===== src/rtl/core/lrt_pkg.sv =====
// Shared types and constants for the timestamp LRU replacement block.
package lrt_pkg;

	localparam int STAMP_W   = 64;
	localparam int SET_IN_W  = 10;
	localparam int WAY_IN_W  = 4;
	localparam int MAX_SET_W = 16;
	localparam int MAX_WAY_W = 5;

	typedef enum logic {
		MODE_VICTIM = 1'b0,
		MODE_UPDATE = 1'b1
	} lrt_mode_t;

	// One access to the stamp store: row clear, way write or row read.
	typedef struct packed {
		logic                 rd;
		logic                 wr;
		logic                 clr;
		logic [MAX_SET_W-1:0] set;
		logic [MAX_WAY_W-1:0] way;
	} lrt_mem_cmd_t;

endpackage


===== src/rtl/core/lrt_min_tree.sv =====
// Registered min-stamp tree over one row; ties resolve to the lower way.
module lrt_min_tree
	import lrt_pkg::*;
#(
	parameter int WAYS  = 16,
	parameter int WAY_W = 4
) (
	input  logic                         clk,
	input  logic [WAYS-1:0][STAMP_W-1:0] row,
	output logic [WAY_W-1:0]             root_way
);

	localparam int LVL   = $clog2(WAYS);
	localparam int LEAF  = 1 << LVL;
	localparam int NODES = LEAF - 1;
	localparam int ALL   = 2 * LEAF - 1;

	logic [STAMP_W-1:0] all_stamp [ALL];
	logic [WAY_W-1:0]   all_way   [ALL];
	logic               all_vld   [ALL];

	logic [STAMP_W-1:0] node_stamp_q [NODES];
	logic [WAY_W-1:0]   node_way_q   [NODES];
	logic               node_vld_q   [NODES];

	// heap layout: internal nodes first, leaves after; left child holds lower ways
	always_comb begin
		for (int c = 0; c < NODES; c++) begin
			all_stamp[c] = node_stamp_q[c];
			all_way[c]   = node_way_q[c];
			all_vld[c]   = node_vld_q[c];
		end
		for (int j = 0; j < WAYS; j++) begin
			all_stamp[NODES+j] = row[j];
			all_way[NODES+j]   = WAY_W'(j);
			all_vld[NODES+j]   = 1'b1;
		end
		for (int j = WAYS; j < LEAF; j++) begin
			all_stamp[NODES+j] = '0;
			all_way[NODES+j]   = '0;
			all_vld[NODES+j]   = 1'b0;
		end
	end

	always_ff @(posedge clk) begin
		for (int i = 0; i < NODES; i++) begin
			node_vld_q[i] <= all_vld[2*i+1] || all_vld[2*i+2];
			if (all_vld[2*i+2] &&
			    (!all_vld[2*i+1] || (all_stamp[2*i+2] < all_stamp[2*i+1]))) begin
				node_stamp_q[i] <= all_stamp[2*i+2];
				node_way_q[i]   <= all_way[2*i+2];
			end else begin
				node_stamp_q[i] <= all_stamp[2*i+1];
				node_way_q[i]   <= all_way[2*i+1];
			end
		end
	end

	assign root_way = node_way_q[0];

endmodule


===== config.mk =====
export PLATFORM = sky130hd
export DESIGN_NAME = lrt_min_tree
export DESIGN_NICKNAME = d
export VERILOG_FILES = /design/src/rtl/core/lrt_pkg.sv /design/src/rtl/core/lrt_min_tree.sv
export SDC_FILE = /design/constraint.sdc
export NUM_CORES = 2
export LEC_CHECK = 0
export ABC_AREA = 1
export BUFFER_PORTS_ARGS = -buffer_cell sky130_fd_sc_hd__buf_2
export CORE_MARGIN = 2
export CORE_UTILIZATION = 35
export DETAILED_ROUTE_END_ITERATION = 12
export HOLD_SLACK_MARGIN = 0.02
export PLACE_DENSITY = 0.56
export SYNTH_ARGS = -nofsm -noshare
export SYNTH_HDL_FRONTEND = slang
export SYNTH_SLANG_ARGS = --single-unit

===== constraint.sdc =====
create_clock -name clk -period 2.55 [get_ports clk]
set_clock_uncertainty 0.05 [all_clocks]
set_input_delay 0.3825 -clock clk [delete_from_list [all_inputs] [get_ports clk]]
set_output_delay 0.3825 -clock clk [all_outputs]
set_load 0.05 [all_outputs]

# Yosys cells after proc, flatten, opt, wreduce, memory -nomap -nowiden
# Memories as Yosys holds them, arrays and structs flattened.
# Cells that the tools add are included.
[totals]
ram_bits = 1035
regBits = 0
out_inout_bits = 4
input_bits = 1025
word_cells = 151
n_memories = 3
[memory_table]
columns = ["name", "depth", "width", "read_ports", "rd_clocked_by_memory_dff", "write_ports", "line_no", "text"]
rows = [
  ["node_stamp_q", 15, 64, 14, 0, 15, "lrt_min_tree.sv:22", "logic [STAMP_W-1:0] node_stamp_q [NODES];"],
  ["node_way_q", 15, 4, 15, 0, 15, "lrt_min_tree.sv:23", "logic [WAY_W-1:0] node_way_q [NODES];"],
  ["node_vld_q", 15, 1, 14, 0, 15, "lrt_min_tree.sv:24", "logic node_vld_q [NODES];"],
]
[classes]
n_reduce_logical = 28
order_cmp = 15
n_bitwise = 30
mux = 75
[ops]
columns = ["operator", "count"]
rows = [
  ["$lt 64x64->1", 15],
  ["$mux 64", 15],
  ["$mux 4", 15],
  ["$mux 1", 45],
  ["$or 1x1->1", 30],
  ["$logic_or 1x1->1", 14],
  ["$logic_and 1x1->1", 7],
  ["$logic_not 1->1", 7],
]

# Longest topological paths before layout
# An unclocked memory read counts as a cell.
[depth]
word_depth = 7
ltp_mapped = 18
mapped_depth_nobuf = 16

# Least setup slack after synthesis
# No wires, ideal clock.
[synth_timing]
path_type = "input to register"
from = "input port row[191] (netlist bit)"
to = "memory node_stamp_q[8][13] (netlist: node_stamp_q[1][13])"
cell_stages = 13
required_ns = 2.388
setup_ns = 0.112
n_path_buf = 2
setup_slack_ns = 0.513
t_arrival_ns = 1.875
path_cell_list = "inv_1 -> ha_1 -> nand2_1 -> nor2_1 -> nor3b_2 -> nand2_1 -> or2_1 -> nand2_1 -> nor2_2 -> clkbuf_8 -> clkbuf_8 -> nand3_1 -> nand2_1"
[synth_lines]
columns = ["element", "line_no", "text"]
rows = [
  ["from (decl)", "lrt_min_tree.sv:9", "input logic [WAYS-1:0][STAMP_W-1:0] row,"],
  ["to (decl)", "lrt_min_tree.sv:22", ""],
]

==> results.tsv <==
stage	metric	value	unit
floorplan	Chip Width	404	um
floorplan	row count	146	
floorplan	Initial Util	0.353	
power_and_ir_drop	Combinational Power Share	0.390	
global_routing	GR Overflow Total	0	
floorplan	Die Ht	404	um
synth	Async SR Flop Fraction	0	
cts	CTS Buf Count	104	
power_and_ir_drop	peak supply drop	0.622	mV
timing	crit share post-route	1.03	
timing	worst hold slack	-11.5	ps
cts	Root Driver	clkbuf_16	
synth	Distinct cells, synth	33	
power_and_ir_drop	cell-internal power	36.9	mW
global_routing	number of global-route vias before repair	60143	
power_and_ir_drop	Sw Ratio	0.386	
place	routability cong.	0.988	
cts	CTS tree	done	
cts	Sink Count	922	
routing	Routed wire per std cell	19.7	um
floorplan	core area	159000	um^2
power_and_ir_drop	Seq pwr share	0.356	
floorplan	Top-Level Pins	1029	
synth	Post-Syn Nets	9858	
synth	#FFs+latches synth	922	
routing	DRT Wirelength	240000	um
timing	final-report setup violation count	17	
worst_setup_path	CP arrival	3190	ps
place	# port buffers	1028	
synth	post-synthesis sequential area ratio	0.329	
routing	vias per cell	4.98	
routing	drc violations	0	
power_and_ir_drop	Clk pwr share	0.253	
worst_setup_path	CP startpoint	row[969]	
layout	layout cells sized above 1	0.168	
run	count of max-cap constraint violations	0	
place	dpl ws	-271	ps
routing	routed via count	60518	
power_and_ir_drop	Pleak	44.2	nW
timing	Worst slew margin	0.555	
power_and_ir_drop	pwr dens	748	nW/um^2
layout	Area growth syn-to-layout	43.4	%
power_and_ir_drop	sw power	23.2	mW
layout	final net count	11937	
synth	syn avg cell area	7.11	um^2
global_routing	antenna violations before repair	45	
synth	Post-Syn Area	56100	um^2
global_routing	Total GRT Usage	0.276	
global_routing	first-pass GRT wire length	346000	um
cts	Clk pin slew, worst setup/hold paths	60	ps
worst_setup_path	FF-to-FF Start	node_stamp_q[1][125]	
place	dpl hpwl	183000	um
timing	final setup margin	-88.1	ps
worst_setup_path	Critical Path RT	3100	ps
cts	H-tree levels	3	
synth	yosys warns	0	
global_routing	pin count of the biggest net entering global routing	65	
timing	Achievable Freq	379	MHz
synth	Post-synth top flop	dfxtp_1	
layout	FILL cells	14892	
cts	worst-skew pair later-pin latency	720	ps
timing	final hold vios	1	
cts	clock tree buffer depth	3	
routing	initial drt markers	4391	
timing	post-layout min period	2640	ps
synth	cells after synthesis	7888	
worst_setup_path	crit path kind	in -> reg	
floorplan	full die area	163000	um^2
worst_setup_path	CP Launch Type	input port	
synth	EDFF count, synth	0	
routing	DRT Pass-1 Iters	6	
worst_setup_path	crit path max fanout	5	
worst_setup_path	Crit. End Element	flop	
timing	Final Max Slew Viols	0	
min_path	worst hold path class	in -> reg	
timing	Slew @ Worst Pin	665	ps
status	status	complete, but fails checks	
min_path	worst hold start	row[910]	
status	failing checks	negative hold slack, negative setup slack	
routing	Antenna Nets Post-Route	0	
layout	utilization after layout	0.507	
## per-stage QoR
step           hold slack, ps  cell area [um^2]  setup TNS [ps]  instances  total power [mW]
2_1_floorplan             346             56100               0       7888              33.8
3_3_place_gp              359             64500          -30860      10896              42.3
3_5_place_dp              355             64500          -31140      10896              42.7
4_1_cts                  29.1             78100               0      12096              59.6
5_1_grt                  21.4             80400           -2550      12142              64.6
6_report                -11.5             80400            -277      12150              60.1
## sequential cells by signal (all words and copies together), names as in the netlist
signal        count
node_stamp_q    896
node_way_q       26
## timing repair
action,CTS,global route
buffers inserted,0,40
resized for setup,19,340
pin swaps,1,80
gates cloned,0,24
setup endpoints to repair,102,598
hold buffers,1019,24
endpoints found under the hold margin,512,24
## Yosys cell counts, types with 2 or more instances
cell type	count	area (um^2)
nor4_1	8	50.1
buf_6	25	282
nor4b_1	3	26.3
buf_2	173	866
nand2_1	2569	9640
nor3b_2	3	37.5
a21oi_1	461	2310
nand2_2	10	62.6
nor2_1	234	878
a211oi_1	8	60.1
ha_1	945	11800
nand3b_1	4	30.0
o21ai_0	141	706
clkbuf_1	34	128
nand3_1	974	4870
and3_1	4	25.0
buf_4	56	420
dfxtp_1	922	18500
nor4_2	4	50.1
or2_1	2	12.5
clkbuf_8	4	55.1
o21a_1	9	67.6
nor3_1	56	280
nand4_1	75	469
a21o_1	9	67.6
inv_1	1137	4270
o211ai_1	11	82.6
buf_8	2	30.0
## cell families (layout without fill, tap and decap cells)
| group | after synthesis | in the layout | share of synthesized area |
|---|---|---|---|
| fa+ha+maj | 945 | 945 | 0.211 |
| simple gates | 3948 | 3948 | 0.293 |
| compound gates | 641 | 641 | 0.0589 |
| buf+inv | 1432 | 3586 | 0.108 |
| other cells | 0 | 36 | 0 |
| flops | 922 | 922 | 0.329 |
## per-layer routing
layer / global-route usage / vias to the layer above / wire length [um]
met5: 0 / - / 49
met4: 0.136 / 8 / 13300
met3: 0.0422 / 755 / 13700
met2: 0.484 / 2381 / 116000
met1: 0.327 / 27915 / 96800
li1: - / 29459 / -
## power groups by stage
stage / Sequential (mW) / Combinational [mW] / Clock [mW]
global route: 21.8 / 26.6 / 16.2
global placement: 21.8 / 20.5 / 0
CTS: 21.5 / 22.5 / 15.6
detailed placement: 21.7 / 21.0 / 0
finish: 21.4 / 23.5 / 15.2
floorplan: 19.9 / 13.8 / 0
## placed cells by master, fill, tap and decap left out, drive strengths merged
master / count
a211oi: 8
buf: 1210
nor3: 56
clkinvlp: 3
ha: 945
bufinv: 9
nor4b: 3
nand2: 2580
o211ai: 11
inv: 1141
diode: 36
nand4: 75
clkbuf: 162
or2: 2
a21oi: 462
a21o: 9
nor2: 235
nor4: 12
and3: 4
o21a: 9
o21ai: 142
dfxtp: 922
dlygate4sd3: 995
dlymetal6s4s: 39
nand3b: 4
nand3: 974
nor3b: 3
clkinv: 27
## critical path, stage by stage
cell and delay (ps):
dlygate4sd3_1 550, buf_2 170, ha_4 220, a21oi_2 150, o21ai_2 70, a21oi_2 170, nand2_2 90, nand2_2 100
nand2_4 70, nand2_4 130, nand2_8 90, clkbuf_16 170, buf_4 150, nand2_1 80, nand2_1 50, dlygate4sd3_1 550
## worst paths after layout
| kind | cells after the start | slack [ps] | to |
|---|---|---|---|
| max reg2reg | 11 | 90 | node_stamp_q[0][285] |
| min reg2reg | 2 | 370 | node_way_q[0][5] |
| max | 16 | -90 | node_stamp_q[1][435] |
| min | 3 | -10 | node_stamp_q[1][398] |
## layout make-up
class | instances | area, um^2 | share of cell area
flip-flops and latches | 922 | 18500 | 0.230
clock inverters | 42 | 527 | 0.00655
multi-input cells | 5534 | 33000 | 0.410
inverters | 1138 | 4270 | 0.0531
clock buffers | 139 | 2920 | 0.0362
well taps | 2072 | 2590 | 0.0322
diodes | 36 | 90.1 | 0.00112
repair buffers | 2267 | 18600 | 0.231
Power figures use the tool's default switching activity.
