--- config.mk ---
export PLATFORM = sky130hd
export DESIGN_NAME = lrt_set_map
export DESIGN_NICKNAME = d
export VERILOG_FILES = /design/src/rtl/core/lrt_pkg.sv /design/src/rtl/core/lrt_set_map.sv
export SDC_FILE = /design/constraint.sdc
export NUM_CORES = 1
export LEC_CHECK = 0
export BUFFER_PORTS_ARGS = -buffer_cell sky130_fd_sc_hd__buf_2
export CAP_MARGIN = 20
export CORE_AREA = 5 5 42 44
export CTS_BUF_LIST = sky130_fd_sc_hd__clkbuf_2
export DETAILED_ROUTE_END_ITERATION = 6
export DIE_AREA = 0 0 47 49
export HOLD_SLACK_MARGIN = 0.1
export REMOVE_ABC_BUFFERS = 1
export SKIP_CTS_REPAIR_TIMING = 1
export SKIP_LAST_GASP = 1
export SYNTH_ARGS = -nofsm -noshare
export SYNTH_HDL_FRONTEND = slang
export SYNTH_SLANG_ARGS = --single-unit
--- constraint.sdc ---
create_clock -name clk -period 0.8 [get_ports clk]
set_input_delay 0.16 -clock clk [delete_from_list [all_inputs] [get_ports clk]]
set_output_delay 0.16 -clock clk [all_outputs]
set_load 0.02 [all_outputs]
--- src/rtl/core/lrt_pkg.sv ---
// Shared types and constants for the timestamp LRU replacement block.
package lrt_pkg;

	localparam int STAMP_W   = 64;
	localparam int SET_IN_W  = 10;
	localparam int WAY_IN_W  = 4;
	localparam int MAX_SET_W = 16;
	localparam int MAX_WAY_W = 5;

	typedef enum logic {
		MODE_VICTIM = 1'b0,
		MODE_UPDATE = 1'b1
	} lrt_mode_t;

	// One access to the stamp store: row clear, way write or row read.
	typedef struct packed {
		logic                 rd;
		logic                 wr;
		logic                 clr;
		logic [MAX_SET_W-1:0] set;
		logic [MAX_WAY_W-1:0] way;
	} lrt_mem_cmd_t;

endpackage

--- src/rtl/core/lrt_set_map.sv ---
// Two-stage reduction of the raw set index modulo SETS.
module lrt_set_map
	import lrt_pkg::*;
#(
	parameter int SETS  = 1024,
	parameter int SET_W = 10
) (
	input  logic                clk,
	input  logic [SET_IN_W-1:0] x,
	output logic [SET_W-1:0]    set_s2
);

	if (SETS <= 1024) begin : g_mod
		// q = floor(x * ceil(2^20 / SETS) / 2^20) is exact for x < 1024
		localparam int          K     = 20;
		localparam logic [20:0] RECIP = 21'((2**K + SETS - 1) / SETS);

		logic [30:0]         prod;
		logic [SET_IN_W-1:0] q_s1;
		logic [SET_IN_W-1:0] x_s1;
		logic [20:0]         back;
		logic [20:0]         rem;

		assign prod = 31'(x) * 31'(RECIP);
		assign back = 21'(q_s1) * 21'(SETS);
		assign rem  = 21'(x_s1) - back;

		always_ff @(posedge clk) begin
			q_s1   <= prod[K+SET_IN_W-1:K];
			x_s1   <= x;
			set_s2 <= rem[SET_W-1:0];
		end
	end else begin : g_pass
		// index is always below SETS; keep the same x_s1 and set_s2 register timing
		logic [SET_IN_W-1:0] x_s1;

		always_ff @(posedge clk) begin
			x_s1   <= x;
			set_s2 <= SET_W'(x_s1);
		end
	end

endmodule

* Yosys cells after proc, flatten, opt, wreduce, memory -nomap -nowiden *
Cells that the tools add are included.

word-level totals
  register bits = 20
  logic and storage cells = 2

* Longest topological paths before layout *
Gate-level depths: netlist (run 1).

  depth after elaboration = 0
  gate-level depth with buffers = 0
  depth with buffers taken out = 0

* Least setup slack after synthesis (run 1) *
Ideal clock, no wire load.

  path type = flip-flop to output port
  start = reg set_s2[0]
  end = out set_s2[0]
  slack = 0.245 ns
  data required time = 0.640 ns
  arrival = 0.395 ns
  stages on the path, launching flop included = 1
  buffers on the path = 0
  path through = dfxtp_1

RTL lines
  what                    RTL line           RTL
  start, declared         lrt_set_map.sv:10  output logic [SET_W-1:0] set_s2
  start signal, assigned  lrt_set_map.sv:31  set_s2 <= rem[SET_W-1:0];

No word-level cell between the ends.

* Worst setup path in the final report (run 1) *
  start = reg set_s2[1]
  end = out set_s2[1]

No word-level cell between the ends.

==> impl_metrics.tcl, run 1 <==
set metrics [dict create \
    dieArea_sq_mm 0.002303 \
    cts_max_level 1 \
    fillers 131 \
    path_cells "buf_6" \
    setup_violations 10 \
    powerDensity_mw_per_mm2 2231 \
    drt-met1-wl_um 220 \
    path_class "reg -> out" \
    slew_headroom_pct 89.27 \
    antenna_found_initial 0 \
    gr-total-overflow 0 \
    grt_pass1_vias 202 \
    diodes 0 \
    slowest_delay_ns 0.35 \
    violations "setup timing" \
    seq_area_sq_um 412.9 \
    hold_viol 0 \
    clock_path_buffers 2 \
    first_pass_iters 1 \
    min_period_over_period_pct 114.4 \
    critPathRequiredTime_ns 0.64 \
    die_h_um 49 \
    nNetsFinal 66 \
    rsz0062_at_grt "true" \
    synthesis.area_sq_um 400.4 \
    insertion_delay_ns 0.28 \
    area_delta_synth_final_pct 78.44 \
    place.gp.congestion 0.6011 \
    critical_path_arrival_ns 0.76 \
    leakage_uw 0.0003245 \
    start_kind "register" \
    clock.fmax_mhz 1092 \
    vias_per_cell 3.543 \
    design.core.area_sq_mm 0.001401 \
    utilization_pct 50.98 \
    crit_slowest_cell "dfxtp_2" \
    grt_pass1_wl_um 814 \
    syn_avg_cell_area_sq_um 20.02 \
    crit_buf_inv 1 \
    setup_ws_ns -0.1154 \
    clkSinkCount 20 \
    ys_warn_count 0 \
    synth_cells 20 \
    vias 248 \
    drt_drc_violations_left 0 \
    wl_um 688 \
    detail-route-antenna-nets 0 \
    power_uw 1594 \
    worst_slew_pin_slew_ns 0.1610 \
    path_clk_slew_ns 0.16 \
    ios 21 \
    cts_tree "done" \
    worst_clock_skew_ns 0.0001918 \
    numCtsBuffers 3 \
    finalMaxSlewViolations 0 \
    status "complete, but fails checks" \
    multiInputGateArea_sq_um 0 \
    crit_path_end_kind "output pin" \
    initial_core_util_pct 28.57 \
    grt_max_degree 12 \
    grt_use_total_pct 5.891 \
    worstHoldPathType "reg -> reg" \
    yosysSeqAreaShare_pct 100.0 \
    drtIter0Drc 0 \
    maxUsedRoutingLayer "met4" \
    crit_family "flip-flops" \
    drv_cap 0 \
    dieWidth_um 47 \
    wl_per_cell_um 9.829 \
    layout_min_cycle_time_ns 0.9154 \
    dr_wl_met3_um 29 \
    ir_drop_v 0.001251 \
    clock-root-buffer "clkbuf_2" \
    core.rowCount 14 \
    io_buffers 20 \
    synth_cell_types 1 \
    wl_met2_um 415 \
    crit_fanout 1 \
    synth_seq_cells 20 \
    layout-drive-gt1-share_pct 61.11 \
    multi_input_gates 0 \
]
cell usage in the layout (no fill, tap or decap), drive strengths merged:
cell,netlist,layout
dlygate4sd3,0,10
clkinv,0,1
buf,0,20
dfxtp,20,20
clkbuf,0,3
where the power goes:
group	internal, uW	switching, uW	total [uW]
Sequential	1050	16.2	1070
Clock	109	262	371
Combinational	96.7	55.1	152
synth_stat cells:
library cell | number | area, sq um
dfxtp_1 | 20 | 400.4
layer usage:
layer	track usage [%]	vias to the layer above
met3	1.107	2
met4	11.06	0
met1	4.730	111
met5	0	-
met2	7.919	8
li1	-	127
metrics by stage:
stage / instances / worst slack, ns / hold WS (ns) / setup TNS, ns / instance area (sq um)
final: 70 / -0.1154 / 0.3377 / -1.106 / 714.4
after global routing: 70 / -0.1727 / 0.3429 / -1.623 / 714.4
after CTS: 60 / -0.1899 / -0.07394 / -1.700 / 539.3
after detailed placement: 56 / 0.1884 / 0.2636 / 0 / 520.5
after global placement: 56 / 0.2010 / 0.2626 / 0 / 520.5
after floorplan: 20 / 0.2449 / 0.1877 / 0 / 400.4
cell families (layout without fill, tap and decap cells):
family,count (synthesis),in the layout,synth area share (%)
buffers and inverters,0,34,0
DFF,20,20,100.0
registers in the layout, indices dropped and copies added, names as in the netlist:
signal      cells
g_mod.x_s1     10
set_s2         10
cell type report:
type,count,area share [%]
Tap cell,16,2.802
Clock inverter,1,0.5254
Timing Repair Buffer,30,36.78
Clock buffer,3,2.102
Sequential cell,20,57.79
worst paths after layout:
kind / cells past startpoint / slack, ns / to / from
worst max-delay path: 1 / -0.12 / set_s2[1] / set_s2[1]
worst min-delay path: 0 / 0.34 / set_s2[7] / g_mod.x_s1[7]
worst max register to register: 0 / 0.39 / set_s2[5] / g_mod.x_s1[5]
worst min register to register: 0 / 0.34 / set_s2[7] / g_mod.x_s1[7]
(Power assumes the default switching activity.)
==> run 2: changes to the inputs <==
--- a/config.mk
+++ b/config.mk
@@ -7,10 +7,10 @@
 export LEC_CHECK = 0
 export BUFFER_PORTS_ARGS = -buffer_cell sky130_fd_sc_hd__buf_2
 export CAP_MARGIN = 20
-export CORE_AREA = 5 5 42 44
+export CORE_MARGIN = 5
+export CORE_UTILIZATION = 30
 export CTS_BUF_LIST = sky130_fd_sc_hd__clkbuf_2
 export DETAILED_ROUTE_END_ITERATION = 6
-export DIE_AREA = 0 0 47 49
 export HOLD_SLACK_MARGIN = 0.1
 export REMOVE_ABC_BUFFERS = 1
 export SKIP_CTS_REPAIR_TIMING = 1
==> impl_metrics.tcl, run 2 (same netlist as run 1, synthesis figures left out) <==
set metrics [dict create \
    ios 21 \
    drv_cap 0 \
    crit_family "flip-flops" \
    fin_tns_setup_ns -1.220 \
    dpl_cell_area_sq_um 519.2 \
    insertion_delay_ns 0.29 \
    setup_ws_ns -0.1267 \
    clock.fmax_mhz 1079 \
    slowest_delay_ns 0.35 \
    path_cells "buf_6" \
    timing.rr.start "g_mod.x_s1[2]" \
    drt_drc_violations_left 0 \
    violations "setup timing" \
    gr-total-overflow 0 \
    worstHoldPathType "reg -> reg" \
    die_h_um 46.53 \
    reg_top3 "g_mod.x_s1 x10, set_s2 x10" \
    p_int_uw 1261 \
    cts_max_level 1 \
    min_period_over_period_pct 115.8 \
    crit_path_end_kind "output pin" \
    grt_pass1_wl_um 745 \
    clock-root-buffer "clkbuf_2" \
    vias_per_cell 3.768 \
    pwr-share-seq_pct 66.6 \
    antenna_found_initial 0 \
    detail-route-antenna-nets 0 \
    multi_input_gates 0 \
    clock_path_buffers 2 \
    pwr-share-comb_pct 9.4 \
    ir_drop_v 0.001240 \
    diodes 0 \
    crit_buf_inv 1 \
    start_kind "register" \
    pwr-share-clk_pct 24.1 \
    layout-drive-gt1-share_pct 61.11 \
    wl_per_cell_um 9.754 \
    leakage_uw 0.0003245 \
    place_ws_ns 0.1898 \
    critPathRequiredTime_ns 0.64 \
    setup_violations 10 \
    multiInputGateArea_sq_um 0 \
    area_delta_synth_final_pct 78.12 \
    crit_fanout 1 \
    startpoint "set_s2[6]" \
    crit_slowest_cell "dfxtp_2" \
    rsz0062_at_grt "true" \
    place.gp.congestion 0.5154 \
    cts_tree "done" \
    vias 260 \
    io_buffers 20 \
    first_pass_iters 1 \
    nNetsFinal 66 \
    grt_pass1_vias 198 \
    wl_um 673 \
    dieArea_sq_mm 0.002165 \
    switching_share_pct 21.69 \
    numCtsBuffers 3 \
    grt_use_total_pct 5.498 \
    drtIter0Drc 0 \
    critical_path_arrival_ns 0.77 \
    final_cell_mix "10 x dfxtp_1, 10 x dlygate4sd3_1, 10 x buf_2, 10 x buf_6, 10 x dfxtp_2" \
    power_switching_uw 349.2 \
    hold_path_startpoint "g_mod.x_s1[9]" \
    slew_headroom_pct 88.61 \
    dieWidth_um 46.53 \
    grt_max_degree 12 \
    status "complete, but fails checks" \
    powerDensity_mw_per_mm2 2257 \
    path_clk_slew_ns 0.17 \
    path_class "reg -> out" \
    design.core.area_sq_mm 0.001285 \
    worst_slew_pin_slew_ns 0.1708 \
    clkSinkCount 20 \
    fillers 115 \
    design_area_sq_um 713.2 \
    finalMaxSlewViolations 0 \
    worst_clock_skew_ns 0.0009463 \
    core.rowCount 13 \
    initial_core_util_pct 31.16 \
    layout_min_cycle_time_ns 0.9267 \
    hold_viol 0 \
]
[run 2: cell counts in the layout (fill, tap and decap cells not counted)]
Identical to the previous run, type by type.
[run 2: final cells by class]
class                 instances  area [sq um]  share of cell area (%)
Clock buffer                  3         15.01                   2.105
Clock inverter                1         3.754                  0.5263
Sequential cell              20         412.9                   57.89
Tap cell                     15         18.77                   2.632
Timing Repair Buffer         30         262.8                   36.84
[run 2: final timing paths]
kind	endpoint	slack (ns)	cells after the start
hold reg to reg	set_s2[9]	0.34	0
hold / removal	set_s2[9]	0.34	0
setup / recovery	set_s2[6]	-0.13	1
setup reg to reg	set_s2[2]	0.39	0
[run 2: layer usage]
metal	GRT usage [%]	up-vias	share of wire, %
met5	0	-	0
met4	5.114	0	0
met3	3.516	0	7.7
met2	7.692	12	59
met1	5.425	119	33
li1	-	129	-
[run 2: metrics by stage]
stage	hold slack, ns	utilization, %	instances	power [uW]
after global placement	0.2632	40.41	55	1163
after detailed placement	0.2640	40.41	55	1165
after CTS	-0.07434	41.87	59	1559
after global routing	0.3442	55.50	69	1696
final	0.3388	55.50	69	1610
after floorplan	0.1877	-	20	1117
[run 2: power by group through the flow]
stage                     logic, uW  clock network, uW  registers, uW
after floorplan                   0                  0           1120
after global placement         82.7                  0           1080
after detailed placement       82.6                  0           1080
after CTS                      82.7                416           1060
after global routing            161                457           1080
final                           151                388           1070
==> run 3: changes to the inputs <==
--- a/config.mk
+++ b/config.mk
@@ -7,11 +7,11 @@
 export LEC_CHECK = 0
 export BUFFER_PORTS_ARGS = -buffer_cell sky130_fd_sc_hd__buf_2
 export CAP_MARGIN = 20
-export CORE_MARGIN = 5
 export CORE_UTILIZATION = 30
 export CTS_BUF_LIST = sky130_fd_sc_hd__clkbuf_2
 export DETAILED_ROUTE_END_ITERATION = 6
 export HOLD_SLACK_MARGIN = 0.1
+export MAX_ROUTING_LAYER = met4
 export REMOVE_ABC_BUFFERS = 1
 export SKIP_CTS_REPAIR_TIMING = 1
 export SKIP_LAST_GASP = 1
==> impl_metrics.tcl, run 3 (same netlist as run 1, synthesis figures left out) <==
set metrics [dict create \
    pwr-share-clk_pct 36.9 \
    leakage_uw 0.0003370 \
    power_switching_uw 354.6 \
    hold_viol 0 \
    setup_violations 10 \
    hold_path_startpoint "g_mod.x_s1[0]" \
    detail-route-antenna-nets 0 \
    path_clk_slew_ns 0.18 \
    cts_max_level 1 \
    crit_buf_inv 1 \
    slowest_delay_ns 0.36 \
    grt_max_degree 13 \
    status "complete, but fails checks" \
    design.core.area_sq_mm 0.001171 \
    core.rowCount 12 \
    fillers 92 \
    critical_path_arrival_ns 0.77 \
    reg_top3 "g_mod.x_s1 x10, set_s2 x10" \
    drtIter0Drc 0 \
    die_h_um 38.53 \
    antenna_found_initial 0 \
    wl_per_cell_um 9.206 \
    slew_headroom_pct 88.01 \
    path_class "reg -> out" \
    initial_core_util_pct 34.19 \
    numCtsBuffers 3 \
    multi_input_gates 0 \
    worst_clock_skew_ns 0.0002370 \
    start_kind "register" \
    rsz0062_at_grt "true" \
    first_pass_iters 1 \
    finalMaxSlewViolations 0 \
    dieWidth_um 38.53 \
    nNetsFinal 66 \
    grt_pass1_vias 208 \
    multiInputGateArea_sq_um 0 \
    setup_ws_ns -0.1329 \
    vias_per_cell 3.779 \
    path_cells "buf_6" \
    final_cell_mix "10 x dfxtp_1, 10 x dlygate4sd3_1, 10 x buf_2, 10 x buf_6, 10 x dfxtp_2" \
    critPathRequiredTime_ns 0.64 \
    startpoint "set_s2[8]" \
    seq_area_sq_um 412.9 \
    clock_path_buffers 2 \
    grt_use_total_pct 8.875 \
    clkSinkCount 20 \
    wl_um 626 \
    grt_pass1_wl_um 779 \
    crit_family "flip-flops" \
    crit_slowest_cell "dfxtp_2" \
    drv_cap 0 \
    cts_tree "done" \
    gr-total-overflow 0 \
    insertion_delay_ns 0.30 \
    dieArea_sq_mm 0.001485 \
    ir_drop_v 0.001361 \
    min_period_over_period_pct 116.6 \
    layout-drive-gt1-share_pct 62.96 \
    vias 257 \
    drt_drc_violations_left 0 \
    worstHoldPathType "reg -> reg" \
    layout_min_cycle_time_ns 0.9329 \
    io_buffers 20 \
    worst_slew_pin_slew_ns 0.1798 \
    pwr-share-seq_pct 55.3 \
    fin_tns_setup_ns -1.261 \
    violations "setup timing" \
    p_int_uw 1584 \
    area_delta_synth_final_pct 84.37 \
    ios 21 \
    powerDensity_mw_per_mm2 2626 \
    diodes 0 \
    crit_fanout 1 \
    place.gp.congestion 0.5271 \
    switching_share_pct 18.29 \
    place_ws_ns 0.1994 \
    crit_path_end_kind "output pin" \
    clock.fmax_mhz 1072 \
    clock-root-buffer "clkbuf_2" \
    pwr-share-comb_pct 7.8 \
    timing.hold.ws_ns 0.3388 \
    timing.rr.start "g_mod.x_s1[6]" \
]
## run 3: changes by cell type in the layout (fill, tap and decap cells not counted), sizes merged
cell,delta
bufinv,+1
clkinv,-1
## run 3: path summary, 6_finish.rpt
kind         cells after the start  slack (ns)        end
max                              1       -0.13  set_s2[8]
min                              0        0.34  set_s2[0]
max reg2reg                      0        0.39  set_s2[6]
min reg2reg                      0        0.34  set_s2[0]
## run 3: final cells by class
cell class,instances,share of cell area (%)
Timing Repair Buffer,30,35.59
Sequential cell,20,55.93
Tap cell,14,2.373
Clock inverter,1,4.068
Clock buffer,3,2.034
## run 3: metal layers
metal,share of wire (%),GRT usage [%],wire length (um),vias to the layer above
li1,-,-,-,127
met1,35,7.353,218,116
met2,59,13.75,367,12
met3,5.6,3.488,35,2
met4,0.64,10.34,4,0
met5,0,-,0,-
## run 3: power by group through the flow
| stage | logic [uW] | clock network [uW] | registers, uW |
|---|---|---|---|
| final | 151 | 716 | 1070 |
| after global routing | 161 | 783 | 1080 |
| after CTS | 82.5 | 743 | 1060 |
| after detailed placement | 82.6 | 0 | 1080 |
| after global placement | 82.0 | 0 | 1080 |
| after floorplan | 0 | 0 | 1120 |
## run 3: through the flow
| stage | cell area (sq um) | util (%) | cells | power (uW) |
|---|---|---|---|---|
| after global routing | 738.2 | 63.03 | 68 | 2022 |
| after floorplan | 400.4 | - | 20 | 1117 |
| final | 738.2 | 63.03 | 68 | 1938 |
| after CTS | 563.0 | 48.08 | 58 | 1888 |
| after detailed placement | 518.0 | 44.23 | 54 | 1165 |
| after global placement | 518.0 | 44.23 | 54 | 1163 |
